[src/rtl/core/pmm_pkg.sv]
`default_nettype none

package pmm_pkg;

    localparam int PAGE_TOTAL_DEF = 64;
    localparam int PAGE_BITS      = 8;
    localparam int PAGE_BYTES     = 1 << PAGE_BITS;
    localparam int ADDR_W         = 14;
    localparam int VPAGE_W        = ADDR_W - PAGE_BITS;
    localparam int DATA_W         = 8;
    localparam logic [DATA_W-1:0] PTR_BASE = 8'd64;
    localparam logic [DATA_W-1:0] LAST_OFF = 8'hff;

    typedef enum logic [1:0] {
        ACT_NEW   = 2'd0,
        ACT_KILL  = 2'd1,
        ACT_STORE = 2'd2,
        ACT_LOAD  = 2'd3
    } t_action;

    typedef enum logic [4:0] {
        S_CLEAR,
        S_IDLE,
        S_MAP_RD,
        S_MAP_CHK,
        S_PTR_WR,
        S_ENT_WR,
        S_PTR_RD,
        S_PTR_CHK,
        S_K_RD,
        S_K_CHK,
        S_K_FREE,
        S_T_ENT,
        S_T_PHYS,
        S_T_DATA,
        S_T_LOAD
    } t_state;

    typedef struct packed {
        logic              we;
        logic [ADDR_W-1:0] waddr;
        logic [DATA_W-1:0] wdata;
        logic              re;
        logic [ADDR_W-1:0] raddr;
    } t_mem_req;

endpackage

`default_nettype wire

[src/rtl/core/pmm_seq.sv]
`default_nettype none

module pmm_seq #(
    parameter int PAGE_TOTAL = pmm_pkg::PAGE_TOTAL_DEF
) (
    input  wire logic                                i_clk,
    input  wire logic                                i_rst_n,
    input  wire logic                                i_start,
    output logic                                     o_busy,
    input  wire logic [1:0]                          i_action,
    input  wire logic [5:0]                          i_proc_num,
    input  wire logic [7:0]                          i_page_count,
    input  wire logic [pmm_pkg::ADDR_W-1:0]          i_virt_addr,
    input  wire logic [pmm_pkg::DATA_W-1:0]          i_store_data,
    output pmm_pkg::t_mem_req                        o_mem_req,
    input  wire logic [pmm_pkg::DATA_W-1:0]          i_rd_data,
    input  wire logic [$clog2(PAGE_TOTAL)-1:0]       i_wrap_page,
    output logic                                     o_valid,
    output logic                                     o_status,
    output logic [7:0]                               o_failed_pages,
    output logic [pmm_pkg::ADDR_W-1:0]               o_xlat_addr,
    output logic [pmm_pkg::DATA_W-1:0]               o_load_data
);

    localparam int ADDR_W    = pmm_pkg::ADDR_W;
    localparam int DATA_W    = pmm_pkg::DATA_W;
    localparam int VPAGE_W   = pmm_pkg::VPAGE_W;
    localparam int PAGE_BITS = pmm_pkg::PAGE_BITS;
    localparam int PG_W      = $clog2(PAGE_TOTAL);
    localparam int PTR_W     = $clog2(PAGE_TOTAL + 1);
    localparam int MEM_BYTES = PAGE_TOTAL * pmm_pkg::PAGE_BYTES;
    localparam logic [ADDR_W-1:0] LAST_ADDR = ADDR_W'(MEM_BYTES - 1);
    localparam logic [PTR_W-1:0]  PTR_END   = PTR_W'(PAGE_TOTAL);
    localparam logic [DATA_W-1:0] PAGE_LIM  = DATA_W'(PAGE_TOTAL);

    pmm_pkg::t_state  r_state, n_state;
    logic [ADDR_W-1:0] r_clr, n_clr;
    logic              r_valid, n_valid;

    pmm_pkg::t_action  r_action, n_action;
    logic [5:0]        r_proc, n_proc;
    logic [7:0]        r_count, n_count;
    logic [ADDR_W-1:0] r_vaddr, n_vaddr;
    logic [DATA_W-1:0] r_sdata, n_sdata;
    logic [PTR_W-1:0]  r_ptr, n_ptr;
    logic              r_data_mode, n_data_mode;
    logic [PG_W-1:0]   r_page, n_page;
    logic [PG_W-1:0]   r_found, n_found;
    logic [DATA_W-1:0] r_traw, n_traw;
    logic [7:0]        r_idx, n_idx;
    logic [7:0]        r_off, n_off;
    logic              r_status, n_status;
    logic [7:0]        r_failed, n_failed;
    logic [ADDR_W-1:0] r_paddr, n_paddr;
    logic [DATA_W-1:0] r_ldata, n_ldata;

    logic [ADDR_W-1:0] ptr_addr;
    logic [ADDR_W-1:0] user_addr;
    logic              last_entry;

    assign ptr_addr   = ADDR_W'(pmm_pkg::PTR_BASE) + ADDR_W'(r_proc);
    assign user_addr  = {VPAGE_W'(r_page), r_vaddr[PAGE_BITS-1:0]};
    assign last_entry = (r_idx + 8'd1 == r_count);

    // next state
    always_comb begin
        n_state = r_state;
        case (r_state)
            pmm_pkg::S_CLEAR: begin
                if (r_clr == LAST_ADDR) begin
                    n_state = pmm_pkg::S_IDLE;
                end
            end
            pmm_pkg::S_IDLE: begin
                if (i_start) begin
                    n_state = (i_action == pmm_pkg::ACT_NEW) ? pmm_pkg::S_MAP_RD
                                                             : pmm_pkg::S_PTR_RD;
                end
            end
            pmm_pkg::S_MAP_RD: begin
                n_state = (r_ptr == PTR_END) ? pmm_pkg::S_IDLE : pmm_pkg::S_MAP_CHK;
            end
            pmm_pkg::S_MAP_CHK: begin
                if (i_rd_data != 8'd1) begin
                    n_state = r_data_mode ? pmm_pkg::S_ENT_WR : pmm_pkg::S_PTR_WR;
                end else begin
                    n_state = pmm_pkg::S_MAP_RD;
                end
            end
            pmm_pkg::S_PTR_WR: begin
                n_state = (r_count == 8'd0) ? pmm_pkg::S_IDLE : pmm_pkg::S_MAP_RD;
            end
            pmm_pkg::S_ENT_WR: begin
                n_state = last_entry ? pmm_pkg::S_IDLE : pmm_pkg::S_MAP_RD;
            end
            pmm_pkg::S_PTR_RD:  n_state = pmm_pkg::S_PTR_CHK;
            pmm_pkg::S_PTR_CHK: begin
                n_state = (r_action == pmm_pkg::ACT_KILL) ? pmm_pkg::S_K_RD
                                                          : pmm_pkg::S_T_ENT;
            end
            pmm_pkg::S_K_RD:    n_state = pmm_pkg::S_K_CHK;
            pmm_pkg::S_K_CHK: begin
                n_state = (r_off == pmm_pkg::LAST_OFF) ? pmm_pkg::S_K_FREE
                                                       : pmm_pkg::S_K_RD;
            end
            pmm_pkg::S_K_FREE:  n_state = pmm_pkg::S_IDLE;
            pmm_pkg::S_T_ENT:   n_state = pmm_pkg::S_T_PHYS;
            pmm_pkg::S_T_PHYS:  n_state = pmm_pkg::S_T_DATA;
            pmm_pkg::S_T_DATA: begin
                n_state = (r_action == pmm_pkg::ACT_STORE) ? pmm_pkg::S_IDLE
                                                           : pmm_pkg::S_T_LOAD;
            end
            pmm_pkg::S_T_LOAD:  n_state = pmm_pkg::S_IDLE;
            default:            n_state = pmm_pkg::S_IDLE;
        endcase
    end

    // datapath and memory requests
    always_comb begin
        n_clr       = r_clr;
        n_valid     = 1'b0;
        n_action    = r_action;
        n_proc      = r_proc;
        n_count     = r_count;
        n_vaddr     = r_vaddr;
        n_sdata     = r_sdata;
        n_ptr       = r_ptr;
        n_data_mode = r_data_mode;
        n_page      = r_page;
        n_found     = r_found;
        n_traw      = r_traw;
        n_idx       = r_idx;
        n_off       = r_off;
        n_status    = r_status;
        n_failed    = r_failed;
        n_paddr     = r_paddr;
        n_ldata     = r_ldata;
        o_mem_req   = '0;
        case (r_state)
            pmm_pkg::S_CLEAR: begin
                // page 0 starts marked in use
                o_mem_req.we    = 1'b1;
                o_mem_req.waddr = r_clr;
                o_mem_req.wdata = (r_clr == '0) ? 8'd1 : 8'd0;
                n_clr           = r_clr + ADDR_W'(1);
            end
            pmm_pkg::S_IDLE: begin
                if (i_start) begin
                    n_action    = pmm_pkg::t_action'(i_action);
                    n_proc      = i_proc_num;
                    n_count     = i_page_count;
                    n_vaddr     = i_virt_addr;
                    n_sdata     = i_store_data;
                    n_ptr       = PTR_W'(1);
                    n_data_mode = 1'b0;
                    n_idx       = 8'd0;
                end
            end
            pmm_pkg::S_MAP_RD: begin
                if (r_ptr == PTR_END) begin
                    // free map exhausted
                    n_valid  = 1'b1;
                    n_status = ~r_data_mode;
                    n_failed = r_data_mode ? (r_count - r_idx) : 8'd0;
                    n_paddr  = '0;
                    n_ldata  = '0;
                end else begin
                    o_mem_req.re    = 1'b1;
                    o_mem_req.raddr = ADDR_W'(r_ptr);
                end
            end
            pmm_pkg::S_MAP_CHK: begin
                if (i_rd_data != 8'd1) begin
                    o_mem_req.we    = 1'b1;
                    o_mem_req.waddr = ADDR_W'(r_ptr);
                    o_mem_req.wdata = 8'd1;
                    if (r_data_mode) begin
                        n_found = PG_W'(r_ptr);
                    end else begin
                        n_page = PG_W'(r_ptr);
                    end
                end else begin
                    n_ptr = r_ptr + PTR_W'(1);
                end
            end
            pmm_pkg::S_PTR_WR: begin
                o_mem_req.we    = 1'b1;
                o_mem_req.waddr = ptr_addr;
                o_mem_req.wdata = DATA_W'(r_page);
                n_data_mode     = 1'b1;
                n_idx           = 8'd0;
                // pages below the table are all taken
                n_ptr           = PTR_W'(r_page) + PTR_W'(1);
                if (r_count == 8'd0) begin
                    n_valid  = 1'b1;
                    n_status = 1'b0;
                    n_failed = 8'd0;
                    n_paddr  = '0;
                    n_ldata  = '0;
                end
            end
            pmm_pkg::S_ENT_WR: begin
                o_mem_req.we    = 1'b1;
                o_mem_req.waddr = {VPAGE_W'(r_page), r_idx};
                o_mem_req.wdata = DATA_W'(r_found);
                n_idx           = r_idx + 8'd1;
                n_ptr           = PTR_W'(r_found) + PTR_W'(1);
                if (last_entry) begin
                    n_valid  = 1'b1;
                    n_status = 1'b0;
                    n_failed = 8'd0;
                    n_paddr  = '0;
                    n_ldata  = '0;
                end
            end
            pmm_pkg::S_PTR_RD: begin
                o_mem_req.re    = 1'b1;
                o_mem_req.raddr = ptr_addr;
            end
            pmm_pkg::S_PTR_CHK: begin
                n_traw = i_rd_data;
                n_page = i_wrap_page;
                n_off  = 8'd0;
            end
            pmm_pkg::S_K_RD: begin
                o_mem_req.re    = 1'b1;
                o_mem_req.raddr = {VPAGE_W'(r_page), r_off};
            end
            pmm_pkg::S_K_CHK: begin
                // write lands before the next entry read, so a walk of page 0 sees it
                if (i_rd_data != 8'd0 && i_rd_data < PAGE_LIM) begin
                    o_mem_req.we    = 1'b1;
                    o_mem_req.waddr = ADDR_W'(i_rd_data);
                    o_mem_req.wdata = 8'd0;
                end
                n_off = r_off + 8'd1;
            end
            pmm_pkg::S_K_FREE: begin
                if (r_traw < PAGE_LIM) begin
                    o_mem_req.we    = 1'b1;
                    o_mem_req.waddr = ADDR_W'(r_traw);
                    o_mem_req.wdata = 8'd0;
                end
                n_valid  = 1'b1;
                n_status = 1'b0;
                n_failed = 8'd0;
                n_paddr  = '0;
                n_ldata  = '0;
            end
            pmm_pkg::S_T_ENT: begin
                o_mem_req.re    = 1'b1;
                o_mem_req.raddr = {VPAGE_W'(r_page),
                                   PAGE_BITS'(r_vaddr[ADDR_W-1:PAGE_BITS])};
            end
            pmm_pkg::S_T_PHYS: begin
                n_page = i_wrap_page;
            end
            pmm_pkg::S_T_DATA: begin
                n_paddr = user_addr;
                if (r_action == pmm_pkg::ACT_STORE) begin
                    o_mem_req.we    = 1'b1;
                    o_mem_req.waddr = user_addr;
                    o_mem_req.wdata = r_sdata;
                    n_valid         = 1'b1;
                    n_status        = 1'b0;
                    n_failed        = 8'd0;
                    n_ldata         = '0;
                end else begin
                    o_mem_req.re    = 1'b1;
                    o_mem_req.raddr = user_addr;
                end
            end
            pmm_pkg::S_T_LOAD: begin
                n_valid  = 1'b1;
                n_status = 1'b0;
                n_failed = 8'd0;
                n_ldata  = i_rd_data;
            end
            default: begin
                n_valid = 1'b0;
            end
        endcase
    end

    always_ff @(posedge i_clk) begin
        if (!i_rst_n) begin
            r_state <= pmm_pkg::S_CLEAR;
            r_clr   <= '0;
            r_valid <= 1'b0;
        end else begin
            r_state <= n_state;
            r_clr   <= n_clr;
            r_valid <= n_valid;
        end
    end

    always_ff @(posedge i_clk) begin
        r_action    <= n_action;
        r_proc      <= n_proc;
        r_count     <= n_count;
        r_vaddr     <= n_vaddr;
        r_sdata     <= n_sdata;
        r_ptr       <= n_ptr;
        r_data_mode <= n_data_mode;
        r_page      <= n_page;
        r_found     <= n_found;
        r_traw      <= n_traw;
        r_idx       <= n_idx;
        r_off       <= n_off;
        r_status    <= n_status;
        r_failed    <= n_failed;
        r_paddr     <= n_paddr;
        r_ldata     <= n_ldata;
    end

    assign o_busy         = (r_state != pmm_pkg::S_IDLE);
    assign o_valid        = r_valid;
    assign o_status       = r_status;
    assign o_failed_pages = r_failed;
    assign o_xlat_addr    = r_paddr;
    assign o_load_data    = r_ldata;

endmodule

`default_nettype wire

[config.mk]
export PLATFORM = sky130hd
export DESIGN_NAME = pmm_seq
export DESIGN_NICKNAME = d
export VERILOG_FILES = /design/src/rtl/core/pmm_pkg.sv /design/src/rtl/core/pmm_seq.sv
export SDC_FILE = /design/constraint.sdc
export NUM_CORES = 1
export LEC_CHECK = 0
export BUFFER_PORTS_ARGS = -buffer_cell sky130_fd_sc_hd__buf_2
export CELL_PAD_IN_SITES_DETAIL_PLACEMENT = 0
export CELL_PAD_IN_SITES_GLOBAL_PLACEMENT = 2
export CORE_ASPECT_RATIO = 1.25
export CORE_MARGIN = 4
export CORE_UTILIZATION = 39
export CTS_CLUSTER_SIZE = 16
export DETAILED_ROUTE_END_ITERATION = 8
export GPL_TIMING_DRIVEN = 0
export HOLD_SLACK_MARGIN = 0.02
export PLACE_DENSITY = 0.91
export SETUP_SLACK_MARGIN = 0.4
export SLEW_MARGIN = 5
export SYNTH_ARGS = -nofsm -noshare
export SYNTH_HDL_FRONTEND = slang
export SYNTH_SLANG_ARGS = --single-unit
[constraint.sdc]
create_clock -name i_clk -period 8.6 [get_ports i_clk]
set_clock_uncertainty 0.1 [all_clocks]
set_input_delay 0.86 -clock i_clk [delete_from_list [all_inputs] [get_ports i_clk]]
set_output_delay 0.86 -clock i_clk [all_outputs]
set_load 0.01 [all_outputs]
==> results of run 1 <==
==> cells in the mapped netlist, drive strengths merged, types with 5 or more instances <==
cell,n
o21ai,22
nand2,40
nor2,52
nand3,18
a21oi,19
buf,12
nor4,9
a22oi,18
and2,47
a21o,8
nand2b,7
nor3,21
a221o,9
o21a,5
mux2i,7
xnor2,23
inv,22
nor2b,13
o211ai,8
edfxtp,113
a32o,5
and3,12
a31oi,5
nand4,6
a22o,9
clkbuf,19
ha,12
dfxtp,19
mux2,8
xor2,9
==> registers in the layout (all words and copies together), names as in the netlist <==
name and cells:
r_count 8, r_proc 6, r_vaddr 14, o_xlat_addr 14
o_failed_pages 8, r_found 6, r_action 2, o_status 1
r_state 4, o_load_data 8, r_idx 8, r_page 6
r_data_mode 1, r_clr 14, r_off 8, o_valid 1
r_sdata 8, r_traw 8, r_ptr 7
==> per-stage QoR <==
step	total power [mW]	setup slack (ps)	cell area [um2]
floorplan	0.713	5350	6920
global placement	0.733	4790	7820
detailed placement	0.734	4800	7860
CTS	1.44	4670	8430
global route	1.47	4410	8430
finish	1.43	4540	8430
==> final cells by class <==
class                      instances  area share
inverter                          22     0.00979
sequential                       132       0.447
clock inverter                    15      0.0182
clock buffer                      17      0.0504
timing repair buffer             126      0.0774
buffer                            31      0.0169
multi-input combinational        436       0.347
tap                              224      0.0332
==> logic make-up after synthesis <==
group                      Yosys count
and+or+nand+nor                    238
AOI/OAI and AO/OA                  138
DFF                                132
buffers and inverters               53
xor gates and xnor gates            32
muxes                               15
adders and majority gates           13
==> final timing paths <==
kind               from           endpoint  cells past startpoint
max reg2reg    r_idx[0]  o_failed_pages[2]                      8
min            r_clr[8]           r_clr[8]                      2
min reg2reg    r_clr[8]           r_clr[8]                      2
max          r_state[2]      o_mem_req[28]                      6
==> metal layers <==
layer / vias to the layer above / routed length (um) / share of wire
met5: - / 15 / 0.00071
met4: 2 / 652 / 0.031
met3: 51 / 1630 / 0.077
met2: 270 / 10600 / 0.50
met1: 2761 / 8300 / 0.39
li1: 2628 / - / -
==> power by group <==
group	switching, mW	internal [mW]	leakage [nW]
Sequential	0.00113	0.689	1.19
Clock	0.320	0.389	0.288
Combinational	0.0152	0.0145	1.75
Total	0.337	1.09	3.23
==> placed cells by master, fill, tap and decap left out, types with 12 or more instances in the layout <==
| cell | instances |
|---|---|
| a22oi_1 | 18 |
| ha_1 | 12 |
| and2_1 | 47 |
| xnor2_1 | 23 |
| dfxtp_1 | 19 |
| clkbuf_1 | 19 |
| a21oi_1 | 16 |
| nor2b_1 | 13 |
| nor3_1 | 18 |
| nand2_1 | 40 |
| buf_2 | 131 |
| inv_1 | 21 |
| clkbuf_16 | 17 |
| nand3_1 | 18 |
| o21ai_0 | 21 |
| nor2_1 | 50 |
| edfxtp_1 | 113 |
==> critical path: stages, from the launching register on <==
cell	delay (ps)
dfxtp_1	360
clkbuf_1	260
nor2_1	420
nand3_1	210
nor4_1	940
a221o_1	340
buf_2	150
==> flow_summary.json, run 1 <==
{
  "status": "completed",
  "dr_total_vias": 5712,
  "netlist.area_leader.share": 0.491,
  "worst-path-max-fanout": 10,
  "ys_seq_area_frac": 0.546,
  "post_cts_buffers": 0,
  "maxSlewHeadroom": 0.209,
  "fin_util": 0.484,
  "synth.net_count": 689,
  "path_clk_slew_ps": 60,
  "ys_ff_latch": 132,
  "clock-sinks": 132,
  "finalHoldWorstSlack_ps": 464,
  "synth_area_leader_cell": "edfxtp_1",
  "total_leakage_power_nw": 3.23,
  "grt-ovfl-total": 0,
  "seqCellArea_um2": 3770,
  "place.gp.congestion": 0.942,
  "antenna_found_initial": 1,
  "p_per_area_nw_per_um2": 169,
  "cts_tree": "built",
  "wl_mm": 21.2,
  "htree_levels": 4,
  "rsz0062_at_grt": "false",
  "period_share": 0.473,
  "die-area_um2": 19900,
  "synthXorXnorAreaFrac": 0.0405,
  "clk_latency_ps": 420,
  "clk_path_buf_depth": 2,
  "tightestPinTransition_ps": 1170,
  "ctsResizeCount": 0,
  "num-fill-cells": 1600,
  "die_w_um": 127,
  "grt_pass1_vias": 5665,
  "finalCriticalPeriod_ps": 4060,
  "ys_types": 67,
  "synth_area_um2": 6920,
  "top_usage_layer": "met2",
  "io_pins": 126,
  "synth_top_family_by_area": "simple AND/OR/NAND/NOR gates",
  "use_met3": 0.0547,
  "grtUsageMet1": 0.264,
  "arrival_ps": 3100,
  "hold_path.class": "register to register",
  "drive_above_1_share": 0.248,
  "core-area_um2": 17400,
  "drtIter0Drc": 593,
  "num_rows": 54,
  "drt-pass1-iter-count": 5,
  "yosys_warnings": 0,
  "ys_async_sr_fraction": 0,
  "synth_ff_type": "edfxtp_1",
  "drv_cap": 0,
  "grt_usage": 0.214,
  "synth_area_per_cell_um2": 11.1,
  "synthSimpleGateAreaFrac": 0.185,
  "portBuffers": 125,
  "fin_cells": 1003,
  "vdd_drop_max_uv": 120,
  "crit_required_ps": 7640,
  "drv_slew": 0,
  "synth_fa_ha_area_frac": 0.0246,
  "nNetsFinal": 834,
  "setup_tns_ps": 0,
  "finalHoldViolCount": 0,
  "final_antenna_net_count": 0,
  "dpl.cell_count": 971,
  "crit_type": "register to output port",
  "viasPerCell": 5.69,
  "multi_input_area_um2": 2920,
  "netlist_instances": 621,
  "synth_compound_area_frac": 0.148,
  "grt_pass1_wl_mm": 32.3,
  "initial_utilization": 0.397,
  "hpwl_mm": 16.4,
  "clockRootBuffer": "clkbuf_16",
  "crit_path_end_kind": "output port",
  "ff2ff_setup_slack_ps": 5180,
  "area_growth_pct": 21.9,
  "use_met2": 0.362,
  "max_freq_ghz": 0.246,
  "post_drt_wl_per_cell_um": 21.1,
  "grt_max_degree": 26,
  "n_antenna_cell": 0,
  "numCtsBuffers": 17,
  "synth_edf_count": 113,
  "crit_path_start_kind": "register",
  "ys_top_cells_by_area": "edfxtp_1 (49%), dfxtp_1 (5.5%), and2_1 (4.3%), xnor2_1 (2.9%), nor2_1 (2.7%)",
  "hold_buffers": 0,
  "fp.dieH_um": 157,
  "synth_mux_area_frac": 0.0232,
  "setup_viol": 0,
  "drc": 0
}
Power figures use the tool's default switching activity.
==> inputs of run 2 (changes only) <==
--- a/config.mk
+++ b/config.mk
@@ -10,12 +10,12 @@
 export CELL_PAD_IN_SITES_GLOBAL_PLACEMENT = 2
 export CORE_ASPECT_RATIO = 1.25
 export CORE_MARGIN = 4
-export CORE_UTILIZATION = 39
+export CORE_UTILIZATION = 33
 export CTS_CLUSTER_SIZE = 16
 export DETAILED_ROUTE_END_ITERATION = 8
 export GPL_TIMING_DRIVEN = 0
 export HOLD_SLACK_MARGIN = 0.02
-export PLACE_DENSITY = 0.91
+export PLACE_DENSITY = 0.83
 export SETUP_SLACK_MARGIN = 0.4
 export SLEW_MARGIN = 5
 export SYNTH_ARGS = -nofsm -noshare
==> constraint.sdc (replaced) <==
create_clock -name i_clk -period 3.58 [get_ports i_clk]
set_clock_uncertainty 0.1 [all_clocks]
set_input_delay 0.358 -clock i_clk [delete_from_list [all_inputs] [get_ports i_clk]]
set_output_delay 0.358 -clock i_clk [all_outputs]
set_load 0.01 [all_outputs]
==> run 2 against run 1 <==
Against the previous run: die area increased by 17%; sequential cell count stayed put; wire length increased by 5.8%; global-route usage decreased by 2.2 points; clock power grew 150%; clock-buffer cell count increased by 2; core utilization is 4.4 points lower; via count shrank 0.25%; critical path depth grew 1; final area grew 6.4%; setup slack worse by 4100 ps; combinational power increased to 3.5 times the previous value.
==> flow_summary.json, run 2 (synthesis results as in run 1) <==
{
  "fp.dieH_um": 170,
  "pwr-share-clk": 0.498,
  "r2r-end": "o_xlat_addr[10]",
  "area_growth_pct": 29.8,
  "p_per_area_nw_per_um2": 391,
  "io_pins": 126,
  "combPwrFrac": 0.030,
  "setup_viol": 0,
  "clock-sinks": 132,
  "layout_commonest_cell": "buf_2",
  "worst-path-max-fanout": 10,
  "drv_cap": 0,
  "mostFrequentLayoutCells": "buf_2 (131), edfxtp_1 (113), nor2_1 (48)",
  "die-area_um2": 23400,
  "die_w_um": 137,
  "nNetsFinal": 873,
  "hp-start": "i_rd_data[2]",
  "place.gp.congestion": 0.916,
  "grt_usage": 0.192,
  "core-area_um2": 20400,
  "num_rows": 58,
  "clk_path_buf_depth": 2,
  "hold_depth": 1,
  "switching_share": 0.216,
  "r2r_cells": 9,
  "p_int_mw": 2.75,
  "crit_type": "register to output port",
  "cts_tree": "built",
  "n_antenna_cell": 0,
  "finalCriticalPeriod_ps": 3110,
  "grtUsageMet1": 0.221,
  "htree_levels": 4,
  "crit_required_ps": 3120,
  "arrival_ps": 2650,
  "grt_pass1_vias": 5852,
  "drc": 0,
  "portBuffers": 125,
  "fin_cells": 1088,
  "finalHoldViolCount": 0,
  "wl_mm": 22.4,
  "total_leakage_power_nw": 3.42,
  "drtIter0Drc": 485,
  "ff2ff_setup_slack_ps": 530,
  "clockRootBuffer": "clkbuf_16",
  "max_stage_delay_ps": 440,
  "post_cts_buffers": 0,
  "path_clk_slew_ps": 60,
  "use_met2": 0.347,
  "dr_total_vias": 5698,
  "critical_path.cell_chain": "clkbuf_2 -> nor2b_1 -> nand2_1 -> clkbuf_1 -> o211ai_1 -> a221o_1 -> buf_2",
  "finalWorstSetupSlack_ps": 473,
  "grt-ovfl-total": 0,
  "switchingPower_uw": 759,
  "seqPwrFrac": 0.472,
  "grt_pass1_wl_mm": 33.5,
  "initial_utilization": 0.339,
  "crit_path_end_kind": "output port",
  "maxSlewHeadroom": 0.157,
  "period_share": 0.868,
  "grt_max_degree": 23,
  "cp.depth": 7,
  "post_drt_wl_per_cell_um": 20.6,
  "max_freq_ghz": 0.322,
  "final_antenna_net_count": 0,
  "hold_end": "r_traw[2]",
  "clk_latency_ps": 430,
  "path_buf_inv": 3,
  "rsz0062_at_grt": "true",
  "use_met3": 0.0408,
  "hpwl_mm": 17.1,
  "p_total_mw": 3.51,
  "rr_startpoint": "r_idx[0]",
  "post-place-ws_ps": 250,
  "viasPerCell": 5.24,
  "crit_path_start_kind": "register",
  "vdd_drop_max_uv": 301,
  "hold_path.class": "input pin to register",
  "crit_slowest_cell": "dfxtp_1",
  "drt-pass1-iter-count": 7,
  "dpl.cell_count": 1018,
  "numCtsBuffers": 17,
  "status": "completed",
  "crit_family": "buffers and inverters",
  "tightestPinTransition_ps": 1250,
  "antenna_found_initial": 0,
  "top_usage_layer": "met2",
  "drv_slew": 0,
  "drive_above_1_share": 0.256
}
==> run 2: area by class of cell <==
cell class / count / area (um2)
Buffer: 31 / 151
Clock buffer: 19 / 433
Clock inverter: 13 / 151
Fill cell: 1952 / 11400
Inverter: 22 / 82.6
Multi-Input combinational cell: 436 / 3000
Sequential cell: 132 / 3770
Tap cell: 270 / 338
Timing Repair Buffer: 165 / 1050
==> run 2: worst register-to-register path: cells and delay by family, from the launching register on <==
kind	cells	cell delay, ps
compound gates	2	800
fa+ha+maj	1	300
simple gates	3	490
flops	1	500
xor+xnor	1	190
buf+inv	2	370
==> run 2: per-stage QoR <==
step / hold slack, ps / setup TNS [ps] / instance area, um2 / util
2_1_floorplan: 357 / 0 / 6920 / -
3_3_place_gp: 436 / -4000 / 7880 / 0.386
3_5_place_dp: 436 / 0 / 7930 / 0.389
4_1_cts: 55.0 / 0 / 8940 / 0.438
5_1_grt: 67.3 / 0 / 8980 / 0.440
6_report: 67.5 / 0 / 8980 / 0.440
==> run 2: what timing repair did <==
item / CTS / global route
endpoints found under the hold margin: 38 / 0
pin swaps: 0 / 0
gates resized for setup: 11 / 21
endpoints found under the setup margin: 42 / 39
hold buffers: 38 / 0
==> run 2: how the worst max path moves through the flow <==
stage / startpoint / to
6_report: r_state[2] / o_mem_req[28]
3_3_place_gp: r_idx[0] / o_xlat_addr[11]
3_5_place_dp: r_idx[0] / o_failed_pages[0]
5_1_grt: r_state[2] / o_mem_req[28]
2_1_floorplan: r_idx[0] / o_xlat_addr[0]
4_1_cts: r_state[2] / o_mem_req[28]
==> run 2: power groups by stage <==
| stage | Combinational, mW | Clock (mW) | Sequential [mW] |
|---|---|---|---|
| after global placement | 0.0697 | 0 | 1.69 |
| final | 0.104 | 1.75 | 1.66 |
| after global routing | 0.114 | 1.84 | 1.66 |
| after floorplan | 0.0226 | 0 | 1.69 |
| after detailed placement | 0.0716 | 0 | 1.69 |
| after CTS | 0.104 | 1.77 | 1.66 |
==> run 2: metal layers <==
metal / vias to the layer above / routed length (um)
met4: 0 / 629
met2: 170 / 12000
met3: 37 / 943
li1: 2714 / -
met1: 2777 / 8880
met5: - / 0
